## src/rtl/lrukv_pkg.sv

```systemverilog
`timescale 1ns / 1ps

package lrukv_pkg;

  // Store geometry.
  localparam int MaxEntries = 16;
  localparam int IdxW       = $clog2(MaxEntries);
  localparam int RankW      = IdxW;
  localparam int OccW       = $clog2(MaxEntries + 1);

  // Field widths.
  localparam int KeyW = 32;
  localparam int ValW = 32;

  // Configuration port.
  localparam int PaddrW  = 3;
  localparam int PdataW  = 32;
  localparam int CapW    = 5;
  localparam int CapReset = 16;

  // Register addresses.
  localparam logic [PaddrW-1:0] AddrCapacity = PaddrW'(0);

  // Operation codes.
  localparam logic FuncGet = 1'b0;
  localparam logic FuncPut = 1'b1;

  // Value reported on a miss and on every put.
  localparam logic signed [ValW-1:0] MissValue = '1;

  // One request.
  typedef struct packed {
    logic                   func;
    logic signed [KeyW-1:0] key;
    logic signed [ValW-1:0] value;
  } in_item_t;

  // One result.
  typedef struct packed {
    logic                   found;
    logic signed [ValW-1:0] read_value;
    logic                   evicted;
    logic signed [KeyW-1:0] evicted_key;
  } out_item_t;

  // Sequencer states.
  typedef enum logic [1:0] {
    StIdle,
    StScan,
    StUpdate,
    StDone
  } state_e;

endpackage

```

## src/rtl/lrukv_cfg_regs.sv

```systemverilog
`timescale 1ns / 1ps

module lrukv_cfg_regs (
  input  logic                             clk_i,
  input  logic                             rst_ni,
  input  logic                             psel,
  input  logic                             penable,
  input  logic                             pwrite,
  input  logic [lrukv_pkg::PaddrW-1:0]     paddr,
  input  logic [lrukv_pkg::PdataW-1:0]     pwdata,
  output logic [lrukv_pkg::PdataW-1:0]     prdata,
  output logic                             pready,
  output logic [lrukv_pkg::OccW-1:0]       cap_eff_o
);

  logic [lrukv_pkg::CapW-1:0] cap_q;
  logic [lrukv_pkg::CapW-1:0] cap_d;
  logic                       wr_en;

  // The port never inserts wait states.
  assign pready = 1'b1;

  // A write completes in the access phase.
  assign wr_en = psel && penable && pwrite && pready;

  always_comb begin
    cap_d = cap_q;
    if (wr_en && (paddr == lrukv_pkg::AddrCapacity)) begin
      cap_d = pwdata[lrukv_pkg::CapW-1:0];
    end
  end

  always_ff @(posedge clk_i or negedge rst_ni) begin
    if (!rst_ni) begin
      cap_q <= lrukv_pkg::CapW'(lrukv_pkg::CapReset);
    end else begin
      cap_q <= cap_d;
    end
  end

  // Read back the raw register value.
  always_comb begin
    prdata = '0;
    if (paddr == lrukv_pkg::AddrCapacity) begin
      prdata = {{(lrukv_pkg::PdataW - lrukv_pkg::CapW){1'b0}}, cap_q};
    end
  end

  // Clamp the capacity to the range the store supports.
  always_comb begin
    if (cap_q == '0) begin
      cap_eff_o = lrukv_pkg::OccW'(1);
    end else if (lrukv_pkg::OccW'(cap_q) > lrukv_pkg::OccW'(lrukv_pkg::MaxEntries)) begin
      cap_eff_o = lrukv_pkg::OccW'(lrukv_pkg::MaxEntries);
    end else begin
      cap_eff_o = lrukv_pkg::OccW'(cap_q);
    end
  end

endmodule

```

## src/rtl/lru_key_value_cache.sv

```systemverilog
`timescale 1ns / 1ps

// Fully associative key-value cache of 16 entries with least-recently-used
// replacement. A get returns the stored value on a hit and -1 on a miss; a
// put updates a present key or inserts a new entry, evicting the least recent
// one once the occupancy reaches the capacity register. Recency is kept as a
// rank per entry (0 is most recent). One key comparator and one rank unit are
// stepped over the entries one per cycle: a lookup pass visits entries until
// a hit or through all 16, then a rank update pass over every entry follows
// for every hit and every inserting put, and then the result register is
// loaded. The result load waits while the result register still holds a
// result that has not been taken, and the sequencer returns to idle before
// the next request can be taken. in_stall_o is high from the transfer until
// the sequencer is idle again. The result register lets the next request be
// taken while a result still waits on a stalled output. The capacity
// register sits at byte address 0; write it only while the block is idle.
// The store is empty after reset.

module lru_key_value_cache (
  input  logic                             clk_i,
  input  logic                             rst_ni,
  // Request channel.
  input  logic                             in_valid_i,
  output logic                             in_stall_o,
  input  lrukv_pkg::in_item_t              in_data_i,
  // Result channel.
  output logic                             out_valid_o,
  input  logic                             out_stall_i,
  output lrukv_pkg::out_item_t             out_data_o,
  // Configuration port.
  input  logic                             psel,
  input  logic                             penable,
  input  logic                             pwrite,
  input  logic [lrukv_pkg::PaddrW-1:0]     paddr,
  input  logic [lrukv_pkg::PdataW-1:0]     pwdata,
  output logic [lrukv_pkg::PdataW-1:0]     prdata,
  output logic                             pready
);

  localparam int N     = lrukv_pkg::MaxEntries;
  localparam int IdxW  = lrukv_pkg::IdxW;
  localparam int RankW = lrukv_pkg::RankW;
  localparam int OccW  = lrukv_pkg::OccW;
  localparam int KeyW  = lrukv_pkg::KeyW;
  localparam int ValW  = lrukv_pkg::ValW;
  localparam logic [IdxW-1:0] LastIdx = IdxW'(N - 1);

  logic [OccW-1:0] cap_eff;

  // Entry store.
  logic [N-1:0]           valid_q;
  logic [N-1:0]           valid_d;
  logic [KeyW-1:0]        key_mem  [N];
  logic [ValW-1:0]        val_mem  [N];
  logic [RankW-1:0]       rank_mem [N];

  // Sequencer and control state.
  lrukv_pkg::state_e      state_q, state_d;
  logic [IdxW-1:0]        idx_q, idx_d;
  logic [OccW-1:0]        occ_q, occ_d;
  logic                   hit_q, hit_d;
  logic                   age_q, age_d;
  logic                   ev_q, ev_d;
  logic                   lru_found_q, lru_found_d;
  logic                   free_found_q, free_found_d;
  logic                   out_valid_q, out_valid_d;

  // Per-request working registers.
  lrukv_pkg::in_item_t    op_q, op_d;
  lrukv_pkg::out_item_t   out_q, out_d;
  logic [IdxW-1:0]        target_q, target_d;
  logic [RankW-1:0]       hit_rank_q, hit_rank_d;
  logic [ValW-1:0]        hit_val_q, hit_val_d;
  logic [IdxW-1:0]        lru_idx_q, lru_idx_d;
  logic [RankW-1:0]       lru_rank_q, lru_rank_d;
  logic [KeyW-1:0]        lru_key_q, lru_key_d;
  logic [IdxW-1:0]        free_idx_q, free_idx_d;
  logic [KeyW-1:0]        ev_key_q, ev_key_d;

  // Entry read at the sequencer index.
  logic                   cur_valid;
  logic [KeyW-1:0]        cur_key;
  logic [RankW-1:0]       cur_rank;
  logic [ValW-1:0]        cur_val;
  logic                   key_match;
  logic                   lru_take;

  // Entry write controls for the update pass.
  logic                   wr_slot;
  logic                   wr_kv;
  logic                   wr_bump;

  logic                   in_xfer;
  logic                   out_xfer;

  lrukv_cfg_regs u_cfg (
    .clk_i     (clk_i),
    .rst_ni    (rst_ni),
    .psel      (psel),
    .penable   (penable),
    .pwrite    (pwrite),
    .paddr     (paddr),
    .pwdata    (pwdata),
    .prdata    (prdata),
    .pready    (pready),
    .cap_eff_o (cap_eff)
  );

  assign in_stall_o  = (state_q != lrukv_pkg::StIdle);
  assign in_xfer     = in_valid_i && !in_stall_o;
  assign out_valid_o = out_valid_q;
  assign out_data_o  = out_q;
  assign out_xfer    = out_valid_q && !out_stall_i;

  // Shared key comparator and rank compare at the current index.
  assign cur_valid = valid_q[idx_q];
  assign cur_key   = key_mem[idx_q];
  assign cur_rank  = rank_mem[idx_q];
  assign cur_val   = val_mem[idx_q];
  assign key_match = cur_valid && (cur_key == op_q.key);
  assign lru_take  = cur_valid && (!lru_found_q || (cur_rank >= lru_rank_q));

  // Sequencer: next state, control and working registers.
  always_comb begin
    state_d      = state_q;
    idx_d        = idx_q;
    occ_d        = occ_q;
    hit_d        = hit_q;
    age_d        = age_q;
    ev_d         = ev_q;
    lru_found_d  = lru_found_q;
    free_found_d = free_found_q;
    op_d         = op_q;
    target_d     = target_q;
    hit_rank_d   = hit_rank_q;
    hit_val_d    = hit_val_q;
    lru_idx_d    = lru_idx_q;
    lru_rank_d   = lru_rank_q;
    lru_key_d    = lru_key_q;
    free_idx_d   = free_idx_q;
    ev_key_d     = ev_key_q;
    out_d        = out_q;
    out_valid_d  = out_valid_q && !out_xfer;
    valid_d      = valid_q;
    wr_slot      = 1'b0;
    wr_kv        = 1'b0;
    wr_bump      = 1'b0;

    unique case (state_q)
      lrukv_pkg::StIdle: begin
        if (in_xfer) begin
          op_d         = in_data_i;
          idx_d        = '0;
          hit_d        = 1'b0;
          age_d        = 1'b0;
          ev_d         = 1'b0;
          ev_key_d     = '0;
          lru_found_d  = 1'b0;
          free_found_d = 1'b0;
          state_d      = lrukv_pkg::StScan;
        end
      end

      lrukv_pkg::StScan: begin
        if (key_match) begin
          // Hit: promote this entry in the update pass.
          hit_d      = 1'b1;
          target_d   = idx_q;
          hit_rank_d = cur_rank;
          hit_val_d  = cur_val;
          idx_d      = '0;
          state_d    = lrukv_pkg::StUpdate;
        end else begin
          // Track the least recent valid entry (last one wins on a tie).
          if (lru_take) begin
            lru_found_d = 1'b1;
            lru_idx_d   = idx_q;
            lru_rank_d  = cur_rank;
            lru_key_d   = cur_key;
          end
          // Track the first free slot.
          if (!cur_valid && !free_found_q) begin
            free_found_d = 1'b1;
            free_idx_d   = idx_q;
          end
          if (idx_q == LastIdx) begin
            idx_d = '0;
            if (op_q.func == lrukv_pkg::FuncGet) begin
              state_d = lrukv_pkg::StDone;
            end else if (occ_q >= cap_eff) begin
              // Full: replace the least recent entry.
              ev_d     = 1'b1;
              ev_key_d = lru_key_d;
              target_d = lru_idx_d;
              age_d    = 1'b1;
              state_d  = lrukv_pkg::StUpdate;
            end else begin
              target_d = free_idx_d;
              age_d    = 1'b1;
              occ_d    = occ_q + OccW'(1);
              state_d  = lrukv_pkg::StUpdate;
            end
          end else begin
            idx_d = idx_q + IdxW'(1);
          end
        end
      end

      lrukv_pkg::StUpdate: begin
        if (idx_q == target_q) begin
          // The touched entry becomes most recent.
          valid_d[idx_q] = 1'b1;
          wr_slot        = 1'b1;
          wr_kv          = !hit_q || (op_q.func == lrukv_pkg::FuncPut);
        end else if (cur_valid && (age_q || (cur_rank < hit_rank_q))) begin
          wr_bump = 1'b1;
        end
        if (idx_q == LastIdx) begin
          idx_d   = '0;
          state_d = lrukv_pkg::StDone;
        end else begin
          idx_d = idx_q + IdxW'(1);
        end
      end

      lrukv_pkg::StDone: begin
        // Load the result once the result register is free.
        if (!out_valid_q || out_xfer) begin
          out_d.found       = hit_q;
          out_d.read_value  = (hit_q && (op_q.func == lrukv_pkg::FuncGet)) ?
                              hit_val_q : lrukv_pkg::MissValue;
          out_d.evicted     = ev_q;
          out_d.evicted_key = ev_key_q;
          out_valid_d       = 1'b1;
          state_d           = lrukv_pkg::StIdle;
        end
      end

      default: begin
        state_d = lrukv_pkg::StIdle;
      end
    endcase
  end

  // Control registers.
  always_ff @(posedge clk_i or negedge rst_ni) begin
    if (!rst_ni) begin
      state_q      <= lrukv_pkg::StIdle;
      idx_q        <= '0;
      occ_q        <= '0;
      hit_q        <= 1'b0;
      age_q        <= 1'b0;
      ev_q         <= 1'b0;
      lru_found_q  <= 1'b0;
      free_found_q <= 1'b0;
      out_valid_q  <= 1'b0;
      valid_q      <= '0;
    end else begin
      state_q      <= state_d;
      idx_q        <= idx_d;
      occ_q        <= occ_d;
      hit_q        <= hit_d;
      age_q        <= age_d;
      ev_q         <= ev_d;
      lru_found_q  <= lru_found_d;
      free_found_q <= free_found_d;
      out_valid_q  <= out_valid_d;
      valid_q      <= valid_d;
    end
  end

  // Working and result registers.
  always_ff @(posedge clk_i) begin
    op_q       <= op_d;
    out_q      <= out_d;
    target_q   <= target_d;
    hit_rank_q <= hit_rank_d;
    hit_val_q  <= hit_val_d;
    lru_idx_q  <= lru_idx_d;
    lru_rank_q <= lru_rank_d;
    lru_key_q  <= lru_key_d;
    free_idx_q <= free_idx_d;
    ev_key_q   <= ev_key_d;
  end

  // Entry arrays, written at the sequencer index only.
  always_ff @(posedge clk_i) begin
    if (wr_slot) begin
      rank_mem[idx_q] <= '0;
    end else if (wr_bump) begin
      rank_mem[idx_q] <= cur_rank + RankW'(1);
    end
    if (wr_slot && wr_kv) begin
      val_mem[idx_q] <= op_q.value;
    end
    if (wr_slot && !hit_q) begin
      key_mem[idx_q] <= op_q.key;
    end
  end

endmodule
```

## config.mk

```make
export PLATFORM = sky130hd
export DESIGN_NAME = lru_key_value_cache
export DESIGN_NICKNAME = d
export VERILOG_FILES = /design/src/rtl/lrukv_pkg.sv /design/src/rtl/lrukv_cfg_regs.sv /design/src/rtl/lru_key_value_cache.sv
export SDC_FILE = /design/constraint.sdc
export NUM_CORES = 1
export LEC_CHECK = 0
export BUFFER_PORTS_ARGS = -buffer_cell sky130_fd_sc_hd__clkbuf_2
export CAP_MARGIN = 20
export CELL_PAD_IN_SITES_DETAIL_PLACEMENT = 1
export CELL_PAD_IN_SITES_GLOBAL_PLACEMENT = 2
export CORE_ASPECT_RATIO = 0.6
export CORE_UTILIZATION = 50
export DETAILED_ROUTE_END_ITERATION = 10
export GPL_ROUTABILITY_DRIVEN = 0
export HOLD_SLACK_MARGIN = 0.08
export PLACE_DENSITY = 0.89
export SLEW_MARGIN = 20
export SYNTH_ARGS = -nofsm -noshare
export SYNTH_HDL_FRONTEND = slang
export SYNTH_SLANG_ARGS = --single-unit
```

## constraint.sdc

```tcl
create_clock -name clk_i -period 16.5 [get_ports clk_i]
set_clock_uncertainty 0.1 [all_clocks]
set_input_delay 4.125 -clock clk_i [delete_from_list [all_inputs] [get_ports clk_i]]
set_output_delay 4.125 -clock clk_i [all_outputs]
set_load 0.02 [all_outputs]
```

Yosys cells after proc, flatten, opt, wreduce, memory -nomap -nowiden --
Memories as Yosys holds them, arrays and structs flattened. A register that Yosys moved wholly into a read port is not among the register bits. Index checks and enable logic that the tools add are counted.
Storage, ports and cells: bits in writable memories 1088, word-level logic and storage cells 176, memories 3, register bits after elaboration 253
Operators by class: muxes and demuxes 68, $add $sub $neg 3, $lt $le $gt $ge 6, bitwise operators 5, eq/ne operators 17, reduce and logical (&&, ||, !) cells 49
Memory list:
- key_mem | depth 16, width 32, rd ports 1, clocked after memory_dff 0, write ports 1, RTL line lru_key_value_cache.sv:53 | logic [KeyW-1:0] key_mem [N];
- val_mem | depth 16, width 32, rd ports 1, clocked after memory_dff 1, write ports 1, RTL line lru_key_value_cache.sv:54 | logic [ValW-1:0] val_mem [N];
- rank_mem | depth 16, width 4, rd ports 1, clocked after memory_dff 0, write ports 1, RTL line lru_key_value_cache.sv:55 | logic [RankW-1:0] rank_mem [N];
Operators by type and width (number):
- 2-to-1 mux 32 bit | 6
- case mux 32 bit (2 select lines) | 1
- 2-to-1 mux 4 bit | 10
- 2-to-1 mux 1 bit | 34
- == test 32 bit | 1
- inequality test 2 bit (second input constant) | 10
- OR 16 bit | 1
- 2-to-1 mux 5 bit | 3
- logical AND 1 bit | 14
- case mux 4 bit (3 select lines) | 1
- AND reduction 2 bit | 6
- AND reduction 4 bit | 3
- 2-to-1 mux 2 bit | 5
- case mux 1 bit (2 select lines) | 5
- AND reduction 5 bit | 2
- AND reduction 3 bit | 3
- adder 4 x 1 -> 4 bit (second input constant) | 2
- logical NOT 1 bit | 8
- case mux 2 bit (4 select lines) | 1
- nonzero test 2 bit | 4
- AND reduction 6 bit | 1
- adder 5 x 1 -> 5 bit (second input constant) | 1
- >= comparator 5 bit | 1
- > comparator 5 bit (second input constant) | 1
- other kinds (18) | 24

Depth between registers and ports, before layout --
Gate-level depths: netlist of the first run. An unclocked memory read counts as a cell.
depth after elaboration 11, depth in mapped cells 19, mapped depth without buffers 13

By module --
Synthesis of the first run repeated with hierarchy kept, for this count alone.
Second synthesis, totals: cells, all modules 2630, area total of the unflattened synthesis 54370.9 µm²
Modules (own cells, without submodules):
- lru_key_value_cache | area each 53849.1 µm², seq. area each 40914.2 µm², instances 1, cells an instance 2575
- lrukv_cfg_regs | area each 521.8 µm², seq. area each 126.4 µm², instances 1, cells an instance 55

Least setup slack after synthesis of the first run --
No wires, ideal clock.
kind input-to-reg, start point input port out_stall_i, end point register out_q (netlist bit out_data_o[0]) (enable), setup slack 6900 ps, arrival time 8909 ps, stages on the path 1, path buffers 0, required time 15809 ps, path through a21boi_0
On the way: cells in the longest elaborated chain, start to end 4
RTL lines:
- from (decl) | RTL line lru_key_value_cache.sv:28 | input logic out_stall_i,
- logical NOT 1 bit | RTL line lru_key_value_cache.sv:113 | assign out_xfer = out_valid_q && !out_stall_i;
- logical AND 1 bit | RTL line lru_key_value_cache.sv:113
- logical OR 1 bit | RTL line lru_key_value_cache.sv:228 | if (!out_valid_q || out_xfer) begin
- AND reduction 2 bit (no source line)
- to (signal assigned) | RTL line lru_key_value_cache.sv:275 | out_q <= out_d;
- to (decl) | RTL line lru_key_value_cache.sv:70 | lrukv_pkg::out_item_t out_q, out_d;
Every way passes these cells. A chain may end at the register's enable or synchronous reset.

Worst setup path after layout of the first run --
start point input port paddr[1] (netlist bit), end point output port prdata[4] (netlist bit)
On the way: cells in the longest elaborated chain, start to end 2
RTL lines:
- from (decl) | RTL line lru_key_value_cache.sv:34 | input logic [lrukv_pkg::PaddrW-1:0] paddr,
- logical NOT 3 bit | RTL line lrukv_cfg_regs.sv:44 | if (paddr == lrukv_pkg::AddrCapacity) begin
- 2-to-1 mux 5 bit | RTL line lrukv_cfg_regs.sv:44
- to (decl) | RTL line lru_key_value_cache.sv:36 | output logic [lrukv_pkg::PdataW-1:0] prdata,
Every way passes these cells.

==> summary.md, run 1 <==
| Metric | Value |
|---|---|
| Most frequent cell after synthesis | `edfxtp_1` |
| Async SR Flop Fraction | `2.77%` |
| FF+latch count, synth | `1373` |
| Total CTS buffers | `115` |
| Die area | `109000 um2` |
| Largest net degree at the start of global routing | `72` |
| Cell count after synthesis | `2659` |
| Syn avg cell area | `20.2 um2` |
| Post-synth top area share | `74.5%` |
| Clock latency on the worst-skew pair | `0.73 ns` |
| Area grow syn2layout | `11.7%` |
| Vias in the first global route | `29000` |
| CTS resizes | `0` |
| Unrepaired setup endpoints after global routing | `false` |
| Hold EP | `out_data_o[16]` |
| Worst r2r src | `idx_q[1]` |
| CTS tree | `built` |
| Power Density | `151 nW/um2` |
| Setup Fix Bufs, Post-CTS | `0` |
| Starting DRT DRC Count | `3278` |
| Residual DRC | `0` |
| Start point of the worst hold path | `ev_key_q[16]` |
| Worst R2R Path Depth | `12` |
| Register area share after synthesis | `76.3%` |
| Die Ht | `256 um` |
| Max Cap Viol | `0` |
| H-tree depth | `3` |
| Crit path arrival time | `5.01 ns` |
| Drt pass-1 iters | `5` |
| Hold-fix buffers, CTS | `0` |
| Post-Syn Area | `53800 um2` |
| Synth area leaders | `edfxtp_1, mux4_2, mux2i_1` |
| DR vias | `27400` |
| Yosys warns | `0` |
| Initial antenna violation count | `6` |
| Fin util | `56.8%` |
| Reg-to-reg critical path endpoint | `hit_val_q[2]` |
| CP Class | `input port to primary output` |
| Nets | `2994` |
| Std-Cell Rows | `92` |
| Status | `finished, final reports clean` |
| Peak Freq | `108 MHz` |
| CTS sink cnt | `1373` |
| Leading area contributor after synthesis | `edfxtp_1` |
| Final ANT Viol Nets | `0` |
| Dpl hpwl | `82.0 mm` |
| Non-filler cells in the finished layout | `4377` |
| Core Area | `106000 um2` |
| Unique masters post-synth | `81` |
| Worst Path Max Fanout | `6` |
| Worst EP required | `12.27 ns` |
| Flop2flop setup slack | `9.61 ns` |
| Commonest cells in the netlist | `edfxtp_1, mux4_2, mux2i_1` |
| Peak supply drop | `0.0980 mV` |
| DR vias/cell | `6.26` |
| Setup TNS | `0 ns` |
| Crit share post-route | `56.0%` |
| Routed WL per cell | `31.9 um` |
| CP startpoint kind | `input port` |
| All-Layer GR Usage | `25.8%` |
| Share of post-route cells with drive strength above 1 | `24.8%` |
| Post-Route WL | `140 mm` |
| Hold Violations, Final | `0` |
| Max Transition Viols Final | `0` |
| Io pins | `208` |
| Chip Width | `426 um` |
| CP endpoint kind | `primary output` |
| Number of synthesized flops with an enable pin | `1335` |
| Worst-margin pin slew | `1.19 ns` |
| Clock transition at path regs | `0.06 ns` |
| First-pass GRT wire length | `201 mm` |
| Leak Pwr | `0.0192 uW` |
| Slew headroom | `20.2%` |
| Worst hold path type | `flop to flop` |
| Cell total after placement | `4155` |
| Final setup vio count | `0` |
| Tmin final | `9.23 ns` |
| Root Buffer | `clkbuf_16` |
| IO Port Bufs | `152` |
| Global route overflow | `0` |
| Clock tree buffer depth | `3` |
| Hold path depth | `0` |
| Initial Util | `50.9%` |
| Top_reg_cell synth | `edfxtp_1` |
==> worst max-delay path by stage <==
stage | from | endpoint | slack [ns] | depth (start not counted)
after floorplan | out_stall_i | out_data_o[0] | 6.90 | 1
after global placement | paddr[1] | prdata[4] | 7.36 | 4
after detailed placement | paddr[1] | prdata[4] | 7.23 | 4
after CTS | paddr[1] | prdata[4] | 7.22 | 4
after global routing | paddr[1] | prdata[4] | 7.18 | 4
final | paddr[1] | prdata[4] | 7.27 | 4
==> state kept, by name, summed over array words and instances, names as in the netlist <==
signal,cells
key_mem,512
val_mem,512
out_data_o,66
op_q,65
rank_mem,64
ev_key_q,32
hit_val_q,32
lru_key_q,32
valid_q,16
occ_q,5
u_cfg.cap_q,5
free_idx_q,4
hit_rank_q,4
idx_q,4
lru_idx_q,4
lru_rank_q,4
target_q,4
state_q,2
age_q,1
ev_q,1
free_found_q,1
hit_q,1
lru_found_q,1
out_valid_o,1
==> critical path: stages <==
cell and delay, ns:
clkbuf_2 0.08, nor3_1 0.42, and2_1 0.21, clkbuf_2 0.17
==> cell type report <==
class | count | area, um2
fill | 9114 | 45700
sequential | 1373 | 41100
multi-input combinational | 1124 | 12100
clock buffer | 136 | 3020
tap | 1410 | 1760
timing repair buffer | 217 | 1270
clock inverter | 80 | 776
inverter | 33 | 128
antenna | 4 | 10.0
==> routing by layer <==
| metal | global-route usage [%] | up-vias | wire length [um] |
|---|---|---|---|
| met4 | 8.18 | 4 | 3670 |
| li1 | - | 11100 | - |
| met1 | 35.9 | 14400 | 55600 |
| met5 | 0 | - | 21 |
| met2 | 39.6 | 1587 | 65700 |
| met3 | 7.23 | 226 | 14700 |
==> per-stage QoR <==
| stage | instance area (um2) | hold WS (ns) | total power [uW] | setup slack (ns) |
|---|---|---|---|---|
| floorplan | 53900 | 0.300 | 5660 | 6.90 |
| global placement | 56300 | 0.310 | 6200 | 7.36 |
| detailed placement | 56300 | 0.306 | 6310 | 7.23 |
| CTS | 60000 | 0.321 | 9080 | 7.22 |
| global route | 60100 | 0.325 | 9340 | 7.18 |
| finish | 60100 | 0.319 | 9080 | 7.27 |
==> placed cells by master, fill, tap and decap left out, types with 6 or more instances in the layout <==
cell type and count:
bufinv_16 15, o21ai_0 41, mux2_2 34, a22oi_1 57, a31oi_1 12, nor2b_1 7
nor3_1 10, o22ai_1 8, xnor2_1 17, clkbuf_2 151, a2bb2oi_1 6, ha_1 23
nor4_1 6, dfrtp_1 33, mux2i_1 152, nor2_4 27, and2_1 43, mux4_2 247
edfxtp_1 1335, xor2_1 17, clkbuf_16 118, clkbuf_1 18, clkinv_1 29, a21o_1 7
nand2b_1 42, a21oi_1 26, o21bai_1 17, buf_4 64, conb_1 28, nand3_1 15
nand2_1 100, clkinv_2 32, inv_1 29, nor2_1 69, mux4_1 7
==> logic make-up after synthesis <==
logic type,after synthesis,share of synthesized area (%)
xor+xnor,35,0.584
buf+inv,188,2.00
simple gates,361,3.26
fa+ha+maj,23,0.535
other cells,2,0.0140
mux,441,14.2
flops,1373,76.3
compound gates,236,3.10
==> power breakdown <==
group	switching, uW	leakage [uW]	internal [uW]
clock network	1240	0.00188	1540
logic	1160	0.00476	698
registers	221	0.0126	4220
total	2620	0.0192	6460
No activity file was read; power rests on OpenSTA's default activity.
==> run 2: changes to the inputs <==
--- a/config.mk
+++ b/config.mk
@@ -10,11 +10,11 @@
 export CELL_PAD_IN_SITES_DETAIL_PLACEMENT = 1
 export CELL_PAD_IN_SITES_GLOBAL_PLACEMENT = 2
 export CORE_ASPECT_RATIO = 0.6
-export CORE_UTILIZATION = 50
+export CORE_UTILIZATION = 44
 export DETAILED_ROUTE_END_ITERATION = 10
 export GPL_ROUTABILITY_DRIVEN = 0
 export HOLD_SLACK_MARGIN = 0.08
-export PLACE_DENSITY = 0.89
+export PLACE_DENSITY = 0.84
 export SLEW_MARGIN = 20
 export SYNTH_ARGS = -nofsm -noshare
 export SYNTH_HDL_FRONTEND = slang
==> constraint.sdc (replaced) <==
create_clock -name clk_i -period 7.8 [get_ports clk_i]
set_clock_uncertainty 0.1 [all_clocks]
set_input_delay 1.95 -clock clk_i [delete_from_list [all_inputs] [get_ports clk_i]]
set_output_delay 1.95 -clock clk_i [all_outputs]
set_load 0.02 [all_outputs]
==> run 2 against run 1 <==
Highest routed layer unchanged. Wire length is 0.41% higher. Register-to-register slack worse by 7.6 ns. Setup slack worse by 5.3 ns. Clock-buffer cell count is 7 higher. Largest power group unchanged. Cell area is 1.0% higher. Critical path depth is 9 higher.
==> summary.md, run 2 (synthesized netlist as in run 1, its figures left out) <==
| Metric | Value |
|---|---|
| Status | `finished, final reports clean` |
| Nets | `3013 (+0.63%)` |
| Switching Fraction | `28.8% (-0.050 points)` |
| Core Area | `120000 um2 (+14%)` |
| Hold-fix buffers, CTS | `0 (unchanged)` |
| Sequential Power Share | `48.5% (-0.4 points)` |
| Std-Cell Rows | `98 (+6.5%)` |
| Peak supply drop | `0.172 mV (+75%)` |
| Setup TNS | `0 ns (unchanged)` |
| All-Layer GR Usage | `22.7% (-3.1 points)` |
| Slew headroom | `26.5% (+6.3 points)` |
| Io pins | `208 (unchanged)` |
| Residual DRC | `0 (unchanged)` |
| Tmin final | `5.80 ns` |
| IO Port Bufs | `152 (unchanged)` |
| Worst Path Max Fanout | `49 (+43)` |
| Vias in the first global route | `28500 (-1.7%)` |
| Delay-heaviest family, CP | `compound AO/OA/AOI/OAI gates` |
| CP max-delay cell | `dfrtp_4` |
| Most common cell after layout, fill and taps aside | `edfxtp_1` |
| Final Total Pwr | `19400 uW (+110%)` |
| Crit share post-route | `74.4%` |
| Final setup vio count | `0 (unchanged)` |
| H-tree depth | `3 (unchanged)` |
| Worst EP required | `8.17 ns (-4.10 ns)` |
| Root Buffer | `clkbuf_16` |
| Clock transition at path regs | `0.07 ns (about the same)` |
| Total CTS buffers | `119 (+3.5%)` |
| Max Transition Viols Final | `0 (unchanged)` |
| First-pass GRT wire length | `201 mm (+0.17%)` |
| Area grow syn2layout | `12.8%` |
| PnR worst setup slack | `2.00 ns (-5.27 ns)` |
| Initial antenna violation count | `8 (+2)` |
| Die area | `124000 um2 (+14%)` |
| Clock latency on the worst-skew pair | `0.76 ns (+0.03 ns)` |
| DR vias | `27200 (-0.69%)` |
| Die Ht | `273 um (+6.5%)` |
| Max Cap Viol | `0 (unchanged)` |
| CTS tree | `built` |
| Internal power | `13800 uW (+110%)` |
| CP startpoint kind | `flop` |
| Chip Width | `453 um (+6.6%)` |
| Dpl hpwl | `84.8 mm (+3.5%)` |
| Most frequent cells in the layout | `edfxtp_1, mux4_2, mux2i_1, clkbuf_2, clkbuf_16` |
| Clock tree buffer depth | `3 (unchanged)` |
| Clock network fraction of design power | `31.3% (+0.7 points)` |
| CP Class | `flop to flop` |
| Crit path arrival time | `6.18 ns (+1.17 ns)` |
| Hold Violations, Final | `0 (unchanged)` |
| Routed WL per cell | `30.6 um (-4.3%)` |
| Peak Freq | `172 MHz` |
| Share of post-route cells with drive strength above 1 | `25.2% (+0.40 points)` |
| CP endpoint kind | `flop` |
| Power Density | `319 nW/um2 (+110%)` |
| Drt pass-1 iters | `5 (unchanged)` |
| Worst-margin pin slew | `1.10 ns (-0.0879 ns)` |
| CTS resizes | `0 (unchanged)` |
| Global route overflow | `0 (unchanged)` |
| Max incr delay on CP | `1.04 ns (+0.62 ns)` |
| Starting DRT DRC Count | `3052 (-6.9%)` |
| Largest net degree at the start of global routing | `72 (unchanged)` |
| Final ANT Viol Nets | `0 (unchanged)` |
| Pre-CTS WS | `1.88 ns (-5.35 ns)` |
| CTS sink cnt | `1373 (unchanged)` |
| CP cell instances | `buf_4 -> mux4_1 -> mux4_2 -> inv_1 -> ha_1 -> nand2b_1 -> a21oi_1 -> nor2b_1 -> o21ai_0 -> a31o_2 -> o21ai_0 -> mux2i_1 -> mux2i_1` |
| DR vias/cell | `5.92 (-5.3%)` |
| P_sw | `5580 uW (+110%)` |
| Worst hold path type | `flop to flop` |
| Unrepaired setup endpoints after global routing | `false` |
| Min Hold Slack | `0.321 ns (+0.00200 ns)` |
| Combinational share of power | `20.2% (-0.2 points)` |
| Buf/Inv on CP | `2 (unchanged)` |
| Initial Util | `44.8% (-6.1 points)` |
| Leak Pwr | `0.0193 uW (+0.62%)` |
| Setup Fix Bufs, Post-CTS | `0 (unchanged)` |
| Post-Route WL | `140 mm (+0.41%)` |
==> run 2: power groups by stage <==
stage                     combinational, uW  clock, uW  sequential, uW
final                                  3920       6060            9410
after global routing                   4170       6370            9460
after CTS                              3870       6150            9410
after detailed placement               3840          0            9570
after global placement                 3690          0            9500
after floorplan                        2570          0            9390
==> run 2: path summary, 6_finish.rpt <==
kind	depth (start not counted)	endpoint	slack, ns	from
min	0	out_data_o[17]	0.32	ev_key_q[17]
max	13	target_q[3]	2.00	idx_q[1]
max reg2reg	13	target_q[3]	2.00	idx_q[1]
min in group asynchronous	1	state_q[1]	1.24	rst_ni
max in group asynchronous	1	idx_q[2]	5.69	rst_ni
min reg2reg	0	out_data_o[17]	0.32	ev_key_q[17]
==> run 2: worst register-to-register path, delay by kind of cell, from the launching register on <==
kind	cells	cell delay [ns]
compound gates	4	1.72
mux	4	1.41
flops	1	1.04
simple gates	2	0.22
buf+inv	2	0.82
fa+ha+maj	1	0.22
==> run 2: routing by layer <==
metal | up-vias | GRT usage [%] | routed length [um] | share of wire (%)
li1 | 11200 | - | - | -
met1 | 14500 | 33.4 | 60700 | 43
met2 | 1258 | 34.2 | 63900 | 46
met3 | 207 | 5.56 | 12700 | 9.1
met4 | 4 | 5.34 | 3020 | 2.2
met5 | - | 0 | 22 | 0.016
==> run 2: layout make-up <==
| type | count | area, um2 |
|---|---|---|
| Antenna cell | 4 | 10.0 |
| Fill cell | 10900 | 59500 |
| Tap cell | 1600 | 2000 |
| Clock buffer | 143 | 3090 |
| Timing Repair Buffer | 232 | 1460 |
| Multi-Input combinational cell | 1124 | 12100 |
| Sequential cell | 1373 | 41100 |
| Inverter | 33 | 128 |
| Clock inverter | 82 | 866 |
==> run 2: through the flow <==
stage	utilization, %	instance area (um2)	instances
final	50.5	60700	4591
after global routing	50.5	60700	4590
after global placement	47.2	56700	4359
after floorplan	-	53900	2685
after detailed placement	47.2	56700	4359
after CTS	50.4	60600	4584
